<file path="src/sv/tsg_pkg.sv">
// Shared types, constants and the sine table function of the turtle segment generator.
// Used by every module of the block; depends on nothing.

package tsg_pkg;

    localparam int STACK_DEPTH_DEFAULT = 1024;
    localparam int SINE_DEPTH_DEFAULT  = 1024;

    localparam int POS_W      = 24;
    localparam int ANGLE_W    = 16;
    localparam int LEN_W      = 16;
    localparam int TRIG_W     = 16;
    localparam int MAG_W      = 15;
    localparam int SYM_W      = 8;
    localparam int CFG_IDX_W  = 3;
    localparam int CFG_DATA_W = 24;
    localparam int ENTRY_W    = ANGLE_W + 2 * POS_W;

    // configuration register indexes
    localparam logic [CFG_IDX_W-1:0] REG_START_X       = 3'd0;
    localparam logic [CFG_IDX_W-1:0] REG_START_Y       = 3'd1;
    localparam logic [CFG_IDX_W-1:0] REG_START_HEADING = 3'd2;
    localparam logic [CFG_IDX_W-1:0] REG_TURN_STEP     = 3'd3;
    localparam logic [CFG_IDX_W-1:0] REG_STEP_LENGTH   = 3'd4;

    localparam logic [ANGLE_W-1:0] START_HEADING_RESET = 16'd16384;
    localparam logic [LEN_W-1:0]   STEP_LENGTH_RESET   = 16'd256;

    // symbol codes
    localparam logic [SYM_W-1:0] SYM_F     = 8'h46;
    localparam logic [SYM_W-1:0] SYM_X     = 8'h58;
    localparam logic [SYM_W-1:0] SYM_Y     = 8'h59;
    localparam logic [SYM_W-1:0] SYM_S     = 8'h53;
    localparam logic [SYM_W-1:0] SYM_G     = 8'h47;
    localparam logic [SYM_W-1:0] SYM_K     = 8'h4B;
    localparam logic [SYM_W-1:0] SYM_L     = 8'h4C;
    localparam logic [SYM_W-1:0] SYM_H     = 8'h48;
    localparam logic [SYM_W-1:0] SYM_PLUS  = 8'h2B;
    localparam logic [SYM_W-1:0] SYM_MINUS = 8'h2D;
    localparam logic [SYM_W-1:0] SYM_PUSH  = 8'h5B;
    localparam logic [SYM_W-1:0] SYM_POP   = 8'h5D;

    localparam longint unsigned HALF_PI_Q30 = 64'd1686629713;

    typedef enum logic [1:0] {
        FAULT_NONE  = 2'd0,
        FAULT_FULL  = 2'd1,
        FAULT_EMPTY = 2'd2
    } tsg_fault_t;

    typedef enum logic [1:0] {
        OP_NONE = 2'd0,
        OP_DRAW = 2'd1,
        OP_POP  = 2'd2
    } tsg_op_t;

    typedef struct packed {
        tsg_fault_t             fault;
        logic [POS_W-1:0]       to_y;
        logic [POS_W-1:0]       to_x;
        logic [POS_W-1:0]       from_y;
        logic [POS_W-1:0]       from_x;
        logic                   segment_valid;
    } tsg_result_t;

    // Q0.15 sine magnitude of a phase idx << shift in Q30 of a quarter turn,
    // odd Taylor series up to the eleventh power; evaluated at elaboration only
    function automatic logic [MAG_W-1:0] sine_mag(input int unsigned idx,
                                                  input int unsigned shift);
        longint unsigned r;
        longint unsigned u;
        longint unsigned u2;
        longint unsigned t;
        longint unsigned mag;
        longint          s;
        r  = 64'(idx) << shift;
        u  = (r * HALF_PI_Q30) >> 30;
        u2 = (u * u) >> 30;
        s  = $signed(u);
        t  = ((u * u2) >> 30) / 6;
        s  = s - $signed(t);
        t  = ((t * u2) >> 30) / 20;
        s  = s + $signed(t);
        t  = ((t * u2) >> 30) / 42;
        s  = s - $signed(t);
        t  = ((t * u2) >> 30) / 72;
        s  = s + $signed(t);
        t  = ((t * u2) >> 30) / 110;
        s  = s - $signed(t);
        if (s < 0) begin
            s = 0;
        end
        mag = ($unsigned(s) + 64'h4000) >> 15;
        if (mag > 64'd32767) begin
            mag = 64'd32767;
        end
        return mag[MAG_W-1:0];
    endfunction

endpackage

</file>
<file path="src/sv/tsg_result_fifo.sv">
// Two-entry result queue between the pose datapath and the master stream port.
// Uses tsg_result_t from tsg_pkg.

module tsg_result_fifo
    import tsg_pkg::*;
(
    input  logic        aclk,
    input  logic        aresetn,
    input  logic        in_valid,
    input  tsg_result_t in_data,
    output logic        full,
    output logic        out_valid,
    input  logic        out_ready,
    output tsg_result_t out_data
);

    tsg_result_t entry_reg [2];
    logic        wr_ptr_reg;
    logic        rd_ptr_reg;
    logic [1:0]  count_reg;
    logic        wr_ptr_next;
    logic        rd_ptr_next;
    logic [1:0]  count_next;
    logic        take;

    assign out_valid = (count_reg != 2'd0);
    assign out_data  = entry_reg[rd_ptr_reg];
    assign full      = (count_reg == 2'd2);
    assign take      = out_valid && out_ready;

    always_comb begin
        wr_ptr_next = wr_ptr_reg ^ in_valid;
        rd_ptr_next = rd_ptr_reg ^ take;
        count_next  = count_reg + 2'(in_valid) - 2'(take);
    end

    always_ff @(posedge aclk) begin
        if (!aresetn) begin
            wr_ptr_reg <= 1'b0;
            rd_ptr_reg <= 1'b0;
            count_reg  <= 2'd0;
        end else begin
            wr_ptr_reg <= wr_ptr_next;
            rd_ptr_reg <= rd_ptr_next;
            count_reg  <= count_next;
        end
    end

    always_ff @(posedge aclk) begin
        if (in_valid) begin
            entry_reg[wr_ptr_reg] <= in_data;
        end
    end

    a_no_overflow: assert property (@(posedge aclk) disable iff (!aresetn)
        in_valid |-> count_reg != 2'd2)
        else $error("result written into a full queue");

    a_count_range: assert property (@(posedge aclk) disable iff (!aresetn)
        count_reg != 2'd3)
        else $error("result queue count out of range");

endmodule

</file>
<file path="config.mk">
export PLATFORM = sky130hd
export DESIGN_NAME = tsg_result_fifo
export DESIGN_NICKNAME = d
export VERILOG_FILES = /design/src/sv/tsg_pkg.sv /design/src/sv/tsg_result_fifo.sv
export SDC_FILE = /design/constraint.sdc
export NUM_CORES = 1
export LEC_CHECK = 0
export ABC_CLOCK_PERIOD_IN_PS = 4000
export BUFFER_PORTS_ARGS = -buffer_cell sky130_fd_sc_hd__buf_2
export CORE_ASPECT_RATIO = 1.75
export CORE_MARGIN = 2
export CORE_UTILIZATION = 35
export DETAILED_ROUTE_END_ITERATION = 6
export PLACE_DENSITY = 0.61
export SYNTH_ARGS = -nofsm -noshare
export SYNTH_HDL_FRONTEND = slang
export SYNTH_SLANG_ARGS = --single-unit
</file>
<file path="constraint.sdc">
create_clock -name aclk -period 4 [get_ports aclk]
set_input_delay 0.6 -clock aclk [delete_from_list [all_inputs] [get_ports aclk]]
set_output_delay 0.6 -clock aclk [all_outputs]
set_load 0.005 [all_outputs]
</file>
After elaboration in Yosys (flattened, before gate mapping)
Memory sizes are Yosys's and may differ from the RTL's. A register that Yosys moved wholly into a read port is not among the register bits.
Index checks and enable logic that the tools add are counted.
- shift-type cells: 0
- $add $sub $neg: 2
- multipliers: 0
- order comparisons: 0
- multiplexer cells: 3
- reductions and logical operators: 2
- divide/modulo/power cells: 0
- eq/ne operators: 1
- bitwise operators: 2
- operators with widths (cell ; number):
    1-bit 2-to-1 mux ; 3
    2-bit by 1-bit adder with 2-bit output ; 1
    2-bit equality test, second input constant ; 1
    2-bit nonzero test ; 1
    2-bit by 1-bit subtractor with 2-bit output ; 1
    1-bit XOR ; 2
    1-bit logical AND ; 1
- word-level logic and storage cells: 14
- bits in read-only memories: 0
- bits of input ports: 103
- bits in latches: 0
- output and inout port bits: 101
- RAM bits: 198
- flip-flop bits (word level): 4
- memories: 1
- memories (name ; depth ; bits a word ; rd ports ; clocked after Yosys merged registers in ; write ports ; line ; RTL):
    entry_reg ; 2 ; 99 ; 1 ; 1 ; 1 ; tsg_result_fifo.sv:17 ; tsg_result_t entry_reg [2];

Depth between registers and ports, before layout
Gate-level depths: netlist of run 1.
- depth after elaboration: 4
- depth in mapped cells: 6
- mapped depth without buffers: 6

Worst setup path after synthesis of run 1
No wires, ideal clock.
- path type: input-to-reg
- start point: input port in_valid
- end point: memory entry_reg[0][0] (netlist bit) (enable)
- buffers on the path: 0
- slack: 0.585 ns
- required time: 3.530 ns
- arrival time: 2.945 ns
- library setup time: 0.470 ns
- stages on the path: 1
- cell sequence: ha_1
- cells in the longest elaborated chain, start to end: 2
- ends and longest elaborated chain (what ; line ; RTL):
    start, declared ; tsg_result_fifo.sv:9 ; input logic in_valid,
    1-bit 2-to-1 mux ; tsg_result_fifo.sv:50 ; if (in_valid) begin
    1-bit 2-to-1 mux (implied by the code) ; tsg_result_fifo.sv:51 ; entry_reg[wr_ptr_reg] <= in_data;
    end, declared ; tsg_result_fifo.sv:17 ;
No other way between the ends.

==> results.toml, run 1 <==
[pwr]
p_leak_nw = 3.465
vdd_drop_max_v = 0.0003404
p_total_mw = 5.088
power_density_nw_per_um2 = 545.0

[die]
chipWidth_um = 114.1
die_h_um = 196.7
ios = 204
start_util_pct = 35.62
dieArea_um2 = 22440
core_area_um2 = 20850
rows = 70

[timing]
finalSetupTns_ns = 0
fin_worst_skew_ns = 0.01070
relSlewSlack_pct = 55.83
rsz0062_at_grt = "no"
finalHoldViolations = 0
worstMarginPinSlew_ns = 0.6626
min_period_ns = 2.809
fmax_mhz = 356.0
finalCritPeriodShare_pct = 70.23
setup_viol = 0
slew_viol_final = 0

[cells_and_area]
nFillCells = 1800
drive_gt1_share_pct = 59.64
syn_to_final_growth_pct = 25.73
largest_reg_flops = 198
fin_nets = 654

[cts]
numClockSinks = 203
clkLatencyLatePin_ns = 0.48
post_cts_buffers = 0
htreeDepth = 1
path_clk_slew_ns = 0.06
clockBufferDepth = 3
cts_tree = "done"
ctsHoldBuffers = 0
numCtsBuffers = 19
clockRootBuffer = "clkbuf_16"
cts_resized = 0

[status]
status = "completed"

[yosys]
syn_inst = 331
synth_top_area_share_pct = 80.08
syn-cell-area_um2 = 7425
syn_area_per_cell_um2 = 22.43
yosysTopAreaCell = "edfxtp_1"
seq_area_frac_synth_pct = 81.43
ys_types = 16
yosys_warnings = 0
ys_seq_elements = 203
synth_nets = 438
synth.area.top_cells = "edfxtp_1 (80%), mux2_2 (13%), mux2_4 (2.0%)"

[setup_path]
worstPathMaxFanout = 57
arrival_ns = 2.21
critical_path_buf_inv_count = 2
slowest_stage = "dfxtp_4"
critPathLaunchType = "register"
crit_path_end_kind = "primary output"
slowest_delay_ns = 0.72
path_class = "register to primary output"
cp.required_ns = 3.40
crit_family = "flip-flops"
critical_path.cell_chain = "buf_12 -> mux2_2 -> buf_2"

[grt]
grt-ovfl-total = 0
grt_max_degree = 58
antenna_found_initial = 6
grt_util_all_layers_pct = 12.97
grt_pass1_vias = 4190
grt_first_pass_wirelength_um = 22150

[placement]
gp_congestion = 0.7453
io_buffers = 203
post-dp-hpwl_um = 10580

[worst_hold_path]
hold_class = "primary input to register"

[drt]
ant_nets = 0
routed_wl_um = 15170
via_per_inst = 4.672
drc = 0
drt-initial-drc-count = 185
dr.pass1.iters = 4
avgRoutedWirePerCell_um = 18.59
num_vias = 3812

[flow_run]
drv_cap = 0
final timing paths:
check / start / to / slack (ns) / cells past startpoint
worst max-delay path: register / out_data[35] / 1.19 / 3
worst min-delay path: in_data[9] / entry_reg[0][9] / 0.30 / 1
worst max register to register: wr_ptr_reg / entry_reg[0][97] / 2.28 / 3
worst min register to register: rd_ptr_reg / rd_ptr_reg / 0.49 / 2
layout by cell type (no fill, tap or decap):
cell type,Yosys,final
dfxtp_1,5,4
mux2_2,89,89
clkbuf_1,0,5
mux2i_1,2,2
or2_2,1,1
ha_4,0,2
inv_1,3,3
edfxtp_1,198,198
inv_6,0,1
ha_1,4,2
and2_1,1,1
mux2_4,10,10
buf_12,0,3
buf_2,8,203
nor2b_1,3,3
o21a_1,1,1
nand2b_1,1,1
nand2_1,1,1
clkinvlp_4,0,3
dfxtp_4,0,1
clkinv_4,0,1
xnor3_1,1,1
clkinv_2,0,1
clkinv_1,0,4
clkbuf_16,0,19
diode_2,0,4
cell usage after synthesis:
cell type	instances
edfxtp_1	198
mux2_2	89
mux2_4	10
buf_2	8
dfxtp_1	5
ha_1	4
buf_6	3
inv_1	3
nor2b_1	3
mux2i_1	2
and2_1	1
nand2_1	1
nand2b_1	1
o21a_1	1
or2_2	1
xnor3_1	1
routing by layer:
metal	up-vias	GRT usage (%)	wire, um
li1	1746	-	-
met1	1900	11.32	4713
met2	130	26.37	8974
met3	32	3.598	975
met4	4	5.465	474
met5	-	0	29
worst register-to-register path, delay by kind of cell, from the launching register on:
kind       cells  cell delay [ns]
fa+ha+maj      1             0.54
buf+inv        2             0.48
flops          1             0.33
final cells by class:
type | count | area (um^2) | share of cell area (%)
repair buffers | 206 | 1076 | 11.53
clock buffers | 24 | 494.2 | 5.294
diodes | 4 | 10.01 | 0.1072
clock inverters | 10 | 60.06 | 0.6433
inverters | 3 | 11.26 | 0.1206
multi-input cells | 114 | 1319 | 14.13
well taps | 252 | 315.3 | 3.378
flip-flops and latches | 203 | 6050 | 64.80
metrics by stage:
step | hold slack [ns] | util (%) | setup slack (ns) | instance area (um^2) | cells
2_1_floorplan | 0.4516 | - | 0.5853 | 7425 | 331
3_3_place_gp | 0.4657 | 42.08 | 1.687 | 8771 | 778
3_5_place_dp | 0.4818 | 42.08 | 1.658 | 8771 | 778
4_1_cts | 0.2767 | 44.74 | 1.129 | 9325 | 812
5_1_grt | 0.2789 | 44.76 | 1.070 | 9330 | 814
6_report | 0.3025 | 44.78 | 1.191 | 9335 | 816
kinds of logic after synthesis:
group / after synthesis / share of synthesized area (%)
flip-flops: 203 / 81.43
multiplexers: 101 / 15.79
buffers and inverters: 14 / 1.146
AND/OR/NAND/NOR: 7 / 0.5563
adder cells (fa/ha/maj): 4 / 0.6741
AO/OA/AOI/OAI: 1 / 0.1011
XOR/XNOR: 1 / 0.3033
report_power, final:
part	leakage [nW]	total [mW]	switching, mW	internal [mW]
registers	1.90	2.58	0.0862	2.49
logic	1.31	0.891	0.383	0.508
clock network	0.259	1.62	0.733	0.883
total	3.46	5.09	1.20	3.88
No activity file was read; power rests on OpenSTA's default activity.
==> run 2: changes to the inputs <==
- ABC_AREA: not set -> 1
- ABC_CLOCK_PERIOD_IN_PS: 4000 -> 2600
- clock period: 4 -> 2.6 ns (I/O delays scaled with it)
==> results.toml, run 2 <==
[status]
status = "completed"

[grt]
antenna_found_initial = 7
grt_first_pass_wirelength_um = 22600
grt_util_all_layers_pct = 13.31
grt_pass1_vias = 4281
grt_max_degree = 41
grt-ovfl-total = 0

[pwr]
sw_frac_of_total_pct = 23.11
sequentialPowerShare_pct = 48.4
p_leak_nw = 3.564
intPower_mw = 6.260
p_switching_mw = 1.882
clkPwrFrac_pct = 34.0
vdd_drop_max_v = 0.0007010
power_density_nw_per_um2 = 860.1
comb_power_share_pct = 17.6
p_total_mw = 8.142

[timing]
rsz0062_at_grt = "no"
layout_setup_ws_ns = 0.2684
relSlewSlack_pct = 69.52
setup_viol = 0
fin_worst_skew_ns = 0.02047
fmax_mhz = 428.9
finalHoldViolations = 0
finalCritPeriodShare_pct = 89.68
finalSetupTns_ns = 0
worstMarginPinSlew_ns = 0.4572
min_period_ns = 2.332
slew_viol_final = 0

[cells_and_area]
layout_common_cells = "buf_2 (203), edfxtp_1 (198), mux2_2 (89)"
stdcell_count = 832
design_area_um2 = 9467
drive_gt1_share_pct = 58.78
mostFrequentLayoutCell = "buf_2"
fin_nets = 669
largest_reg_flops = 198
syn_to_final_growth_pct = 27.52
nFillCells = 1830

[die]
start_util_pct = 35.61
dieArea_um2 = 22440
ios = 204
chipWidth_um = 114.1
core_area_um2 = 20850
die_h_um = 196.7
rows = 70

[yosys]
synth_edf_count = 198
synth.area.top_cells = "edfxtp_1 (80%), mux2_2 (14%), mux2_4 (2.0%)"
ys_seq_elements = 203
ys_types = 12
syn_area_per_cell_um2 = 21.64
yosysTopAreaCell = "edfxtp_1"
yosys_warnings = 0
seq_area_frac_synth_pct = 81.44
synthFlopType = "edfxtp_1"
syn_inst = 343
synth_common_cells = "edfxtp_1 (198), mux2_2 (89), mux2_4 (10), inv_1 (9)"
yosysMostFrequentCell = "edfxtp_1"
syn-cell-area_um2 = 7423
synth_nets = 450
async_flop_share_pct = 0
synth_top_area_share_pct = 80.09

[drt]
drc = 0
via_per_inst = 4.692
num_vias = 3904
dr_wl_met3_um = 936
avgRoutedWirePerCell_um = 18.55
routed_wl_um = 15430
met1_length_um = 4862
drt-initial-drc-count = 212
top_layer = "met5"
ant_nets = 0
dr.pass1.iters = 6
routed-wl-met2_um = 9074

[placement]
detailedPlace.worstSlack_ns = 0.7462
dp_cells = 793
place_area_um2 = 8830
gp_congestion = 0.7599
io_buffers = 203
post-dp-hpwl_um = 10680

[cts]
clockBufferDepth = 3
htreeDepth = 1
cts_tree = "done"
numClockSinks = 203
ctsHoldBuffers = 0
clkLatencyLatePin_ns = 0.49
numCtsBuffers = 19
post_cts_buffers = 0
clockRootBuffer = "clkbuf_16"
path_clk_slew_ns = 0.06
cts_resized = 0

[setup_path]
cp.required_ns = 2.21
worst-r2r-setup-slack_ns = 1.11
critPathLaunchType = "register"
path_class = "register to primary output"
worstPathMaxFanout = 35
arrival_ns = 1.94
crit_path_end_kind = "primary output"

[flow_run]
drv_cap = 0

[worst_hold_path]
hold_class = "primary input to register"
-- run 2: cell types whose count changed after synthesis, sizes merged, moves of 2 or more --
cell | previous run | this run
mux2i | 2 | 0
nand3 | 0 | 2
nor2b | 3 | 0
nand2 | 1 | 6
inv | 3 | 9
nor2 | 0 | 8
-- run 2: final cells by class --
| class | instances | area [um^2] | area share, % |
|---|---|---|---|
| Antenna cell | 5 | 12.51 | 0.1322 |
| Clock buffer | 22 | 486.7 | 5.141 |
| Clock inverter | 12 | 137.6 | 1.454 |
| Inverter | 9 | 33.78 | 0.3569 |
| Multi-Input combinational cell | 120 | 1295 | 13.68 |
| Sequential cell | 203 | 6050 | 63.90 |
| Tap cell | 252 | 315.3 | 3.331 |
| Timing Repair Buffer | 209 | 1136 | 12.00 |
-- run 2: kinds of logic after synthesis --
| logic type | Yosys count | synth area share (%) |
|---|---|---|
| DFF | 203 | 81.44 |
| muxes | 99 | 15.52 |
| buffers and inverters | 20 | 1.449 |
| and+or+nand+nor | 16 | 0.8427 |
| adders and majority gates | 4 | 0.6742 |
| AOI/OAI and AO/OA | 1 | 0.06735 |
-- run 2: critical path, cell delays in order, from the launching register on --
cell and delay (ns):
dfxtp_4 0.62, buf_12 0.27, mux2_2 0.40, buf_2 0.14
-- run 2: metrics by stage --
| step | hold WS (ns) | utilization (%) |
|---|---|---|
| 6_report | 0.09015 | 45.41 |
| 5_1_grt | 0.06694 | 45.41 |
| 4_1_cts | 0.06635 | 45.35 |
| 2_1_floorplan | 0.4675 | - |
| 3_5_place_dp | 0.4951 | 42.36 |
| 3_3_place_gp | 0.4946 | 42.36 |
-- run 2: path summary, 6_finish.rpt --
| kind | start | endpoint | depth (start not counted) |
|---|---|---|---|
| max reg2reg | wr_ptr_reg | entry_reg[0][60] | 3 |
| max | register | out_data[47] | 3 |
| min | in_data[12] | entry_reg[1][12] | 1 |
| min reg2reg | rd_ptr_reg | rd_ptr_reg | 2 |
-- run 2: power by group through the flow --
stage	registers [mW]	clock network, mW	logic (mW)
floorplan	3.94	0	0.879
CTS	3.95	2.85	1.46
detailed placement	4.02	0	1.46
global route	3.97	2.96	1.55
finish	3.94	2.77	1.43
global placement	4.01	0	1.43
-- run 2: per-layer routing --
| metal | global-route usage (%) | up-vias |
|---|---|---|
| met1 | 11.94 | 1953 |
| li1 | - | 1787 |
| met2 | 26.57 | 126 |
| met5 | 0 | - |
| met3 | 3.137 | 34 |
| met4 | 6.730 | 4 |
==> run 3: changes to the inputs <==
- ABC_CLOCK_PERIOD_IN_PS: 2600 -> 2100
- PLACE_DENSITY: 0.61 -> 0.63
- clock period: 2.6 -> 2.1 ns (I/O delays scaled with it)
==> results.toml, run 3 (synthesized netlist as in run 2, its figures left out) <==
[cts]
path_clk_slew_ns = 0.06
clockBufferDepth = 3
numCtsBuffers = 19
cts_tree = "done"
clockRootBuffer = "clkbuf_16"
htreeDepth = 1
post_cts_buffers = 0
numClockSinks = 203
clkLatencyLatePin_ns = 0.48

[grt]
grt_util_all_layers_pct = 12.47
antenna_found_initial = 5
grt_max_degree = 49
grt_pass1_vias = 4282
grt_first_pass_wirelength_um = 21520
grt-ovfl-total = 0

[cells_and_area]
fin_nets = 691
design_area_um2 = 9649
largest_reg_flops = 198
stdcell_count = 850
syn_to_final_growth_pct = 29.98
drive_gt1_share_pct = 57.05
nFillCells = 1805
layout_common_cells = "buf_2 (203), edfxtp_1 (198), mux2_2 (88)"
fin_util_pct = 46.29
mostFrequentLayoutCell = "buf_2"

[setup_path]
path_class = "register to primary output"
crit_path_end_kind = "primary output"
arrival_ns = 1.73
critPathLaunchType = "register"
cp.required_ns = 1.78
worstPathMaxFanout = 48

[timing]
min_period_ns = 2.041
fmax_mhz = 490.0
rsz0062_at_grt = "yes"
setup_viol = 0
relSlewSlack_pct = 74.25
finalHoldViolations = 0
layout_setup_ws_ns = 0.05936
finalCritPeriodShare_pct = 97.17
fin_worst_skew_ns = 0.02010
slew_viol_final = 0
worstMarginPinSlew_ns = 0.3863

[placement]
detailedPlace.worstSlack_ns = 0.5252
dp_cells = 796
place_area_um2 = 8852
io_buffers = 203
gp_congestion = 0.7333
post-dp-hpwl_um = 10350

[pwr]
power_density_nw_per_um2 = 1029
vdd_drop_max_v = 0.0007145
p_leak_nw = 3.650

[drt]
via_per_inst = 4.631
num_vias = 3936
drt-initial-drc-count = 212
ant_nets = 0
dr.pass1.iters = 4
drc = 0
routed_wl_um = 14720
avgRoutedWirePerCell_um = 17.32

[flow_run]
drv_cap = 0

[die]
core_area_um2 = 20850
ios = 204
rows = 70
chipWidth_um = 114.1
dieArea_um2 = 22440
start_util_pct = 35.61
die_h_um = 196.7

[worst_hold_path]
hold_class = "primary input to register"

[status]
status = "completed"
==> run 3: changes by cell type in the layout (fill, tap and decap cells not counted), sizes merged <==
cell,delta
dlygate4sd3,+19
buf,+3
clkbuf,+1
diode,-3
inv,-1
bufinv,-1
==> run 3: area by class of cell <==
class	count	area [um^2]	share of cell area [%]
Inverter	9	33.78	0.3501
Multi-Input combinational cell	120	1299	13.46
Antenna cell	2	5.005	0.05187
Clock buffer	23	490.5	5.083
Timing Repair Buffer	231	1356	14.06
Clock inverter	10	100.1	1.037
Tap cell	252	315.3	3.268
Sequential cell	203	6050	62.69
==> run 3: per-stage QoR <==
step | power [mW] | TNS, ns | hold WS [ns]
detailed placement | 6.757 | 0 | 0.4976
CTS | 10.08 | 0 | 0.0002499
floorplan | 5.972 | 0 | 0.4085
global route | 10.36 | -0.08172 | 0.0003923
finish | 9.927 | 0 | 0.02146
global placement | 6.716 | 0 | 0.4998
==> run 3: worst paths after layout <==
path | start | endpoint | slack, ns | cells past startpoint
setup / recovery | register | out_data[79] | 0.06 | 3
hold / removal | in_data[10] | entry_reg[0][10] | 0.02 | 1
setup reg to reg | count_reg[0] | count_reg[1] | 0.70 | 9
hold reg to reg | rd_ptr_reg | rd_ptr_reg | 0.51 | 2
==> run 3: metal layers <==
metal | track usage [%] | part of all wire [%] | vias up
met5 | 0 | 0.21 | -
met4 | 6.098 | 4.3 | 6
met3 | 3.352 | 6.7 | 43
met2 | 25.66 | 59 | 148
met1 | 10.29 | 30 | 1913
li1 | - | - | 1826
==> run 3: power by group <==
group,switching [mW],internal (mW)
Clock,1.34,1.91
Sequential,0.0868,4.75
Combinational,0.841,1.00
==> run 3: repair_timing <==
item,in CTS,in global routing
resized for setup,1,1
hold buffers,18,1
setup endpoints to repair,1,11
endpoints found under the hold margin,35,1
==> run 3: worst max-delay path: stages, from the launching register on <==
cell	delay (ns)
dfxtp_4	0.42
buf_16	0.28
mux2_2	0.39
buf_2	0.13
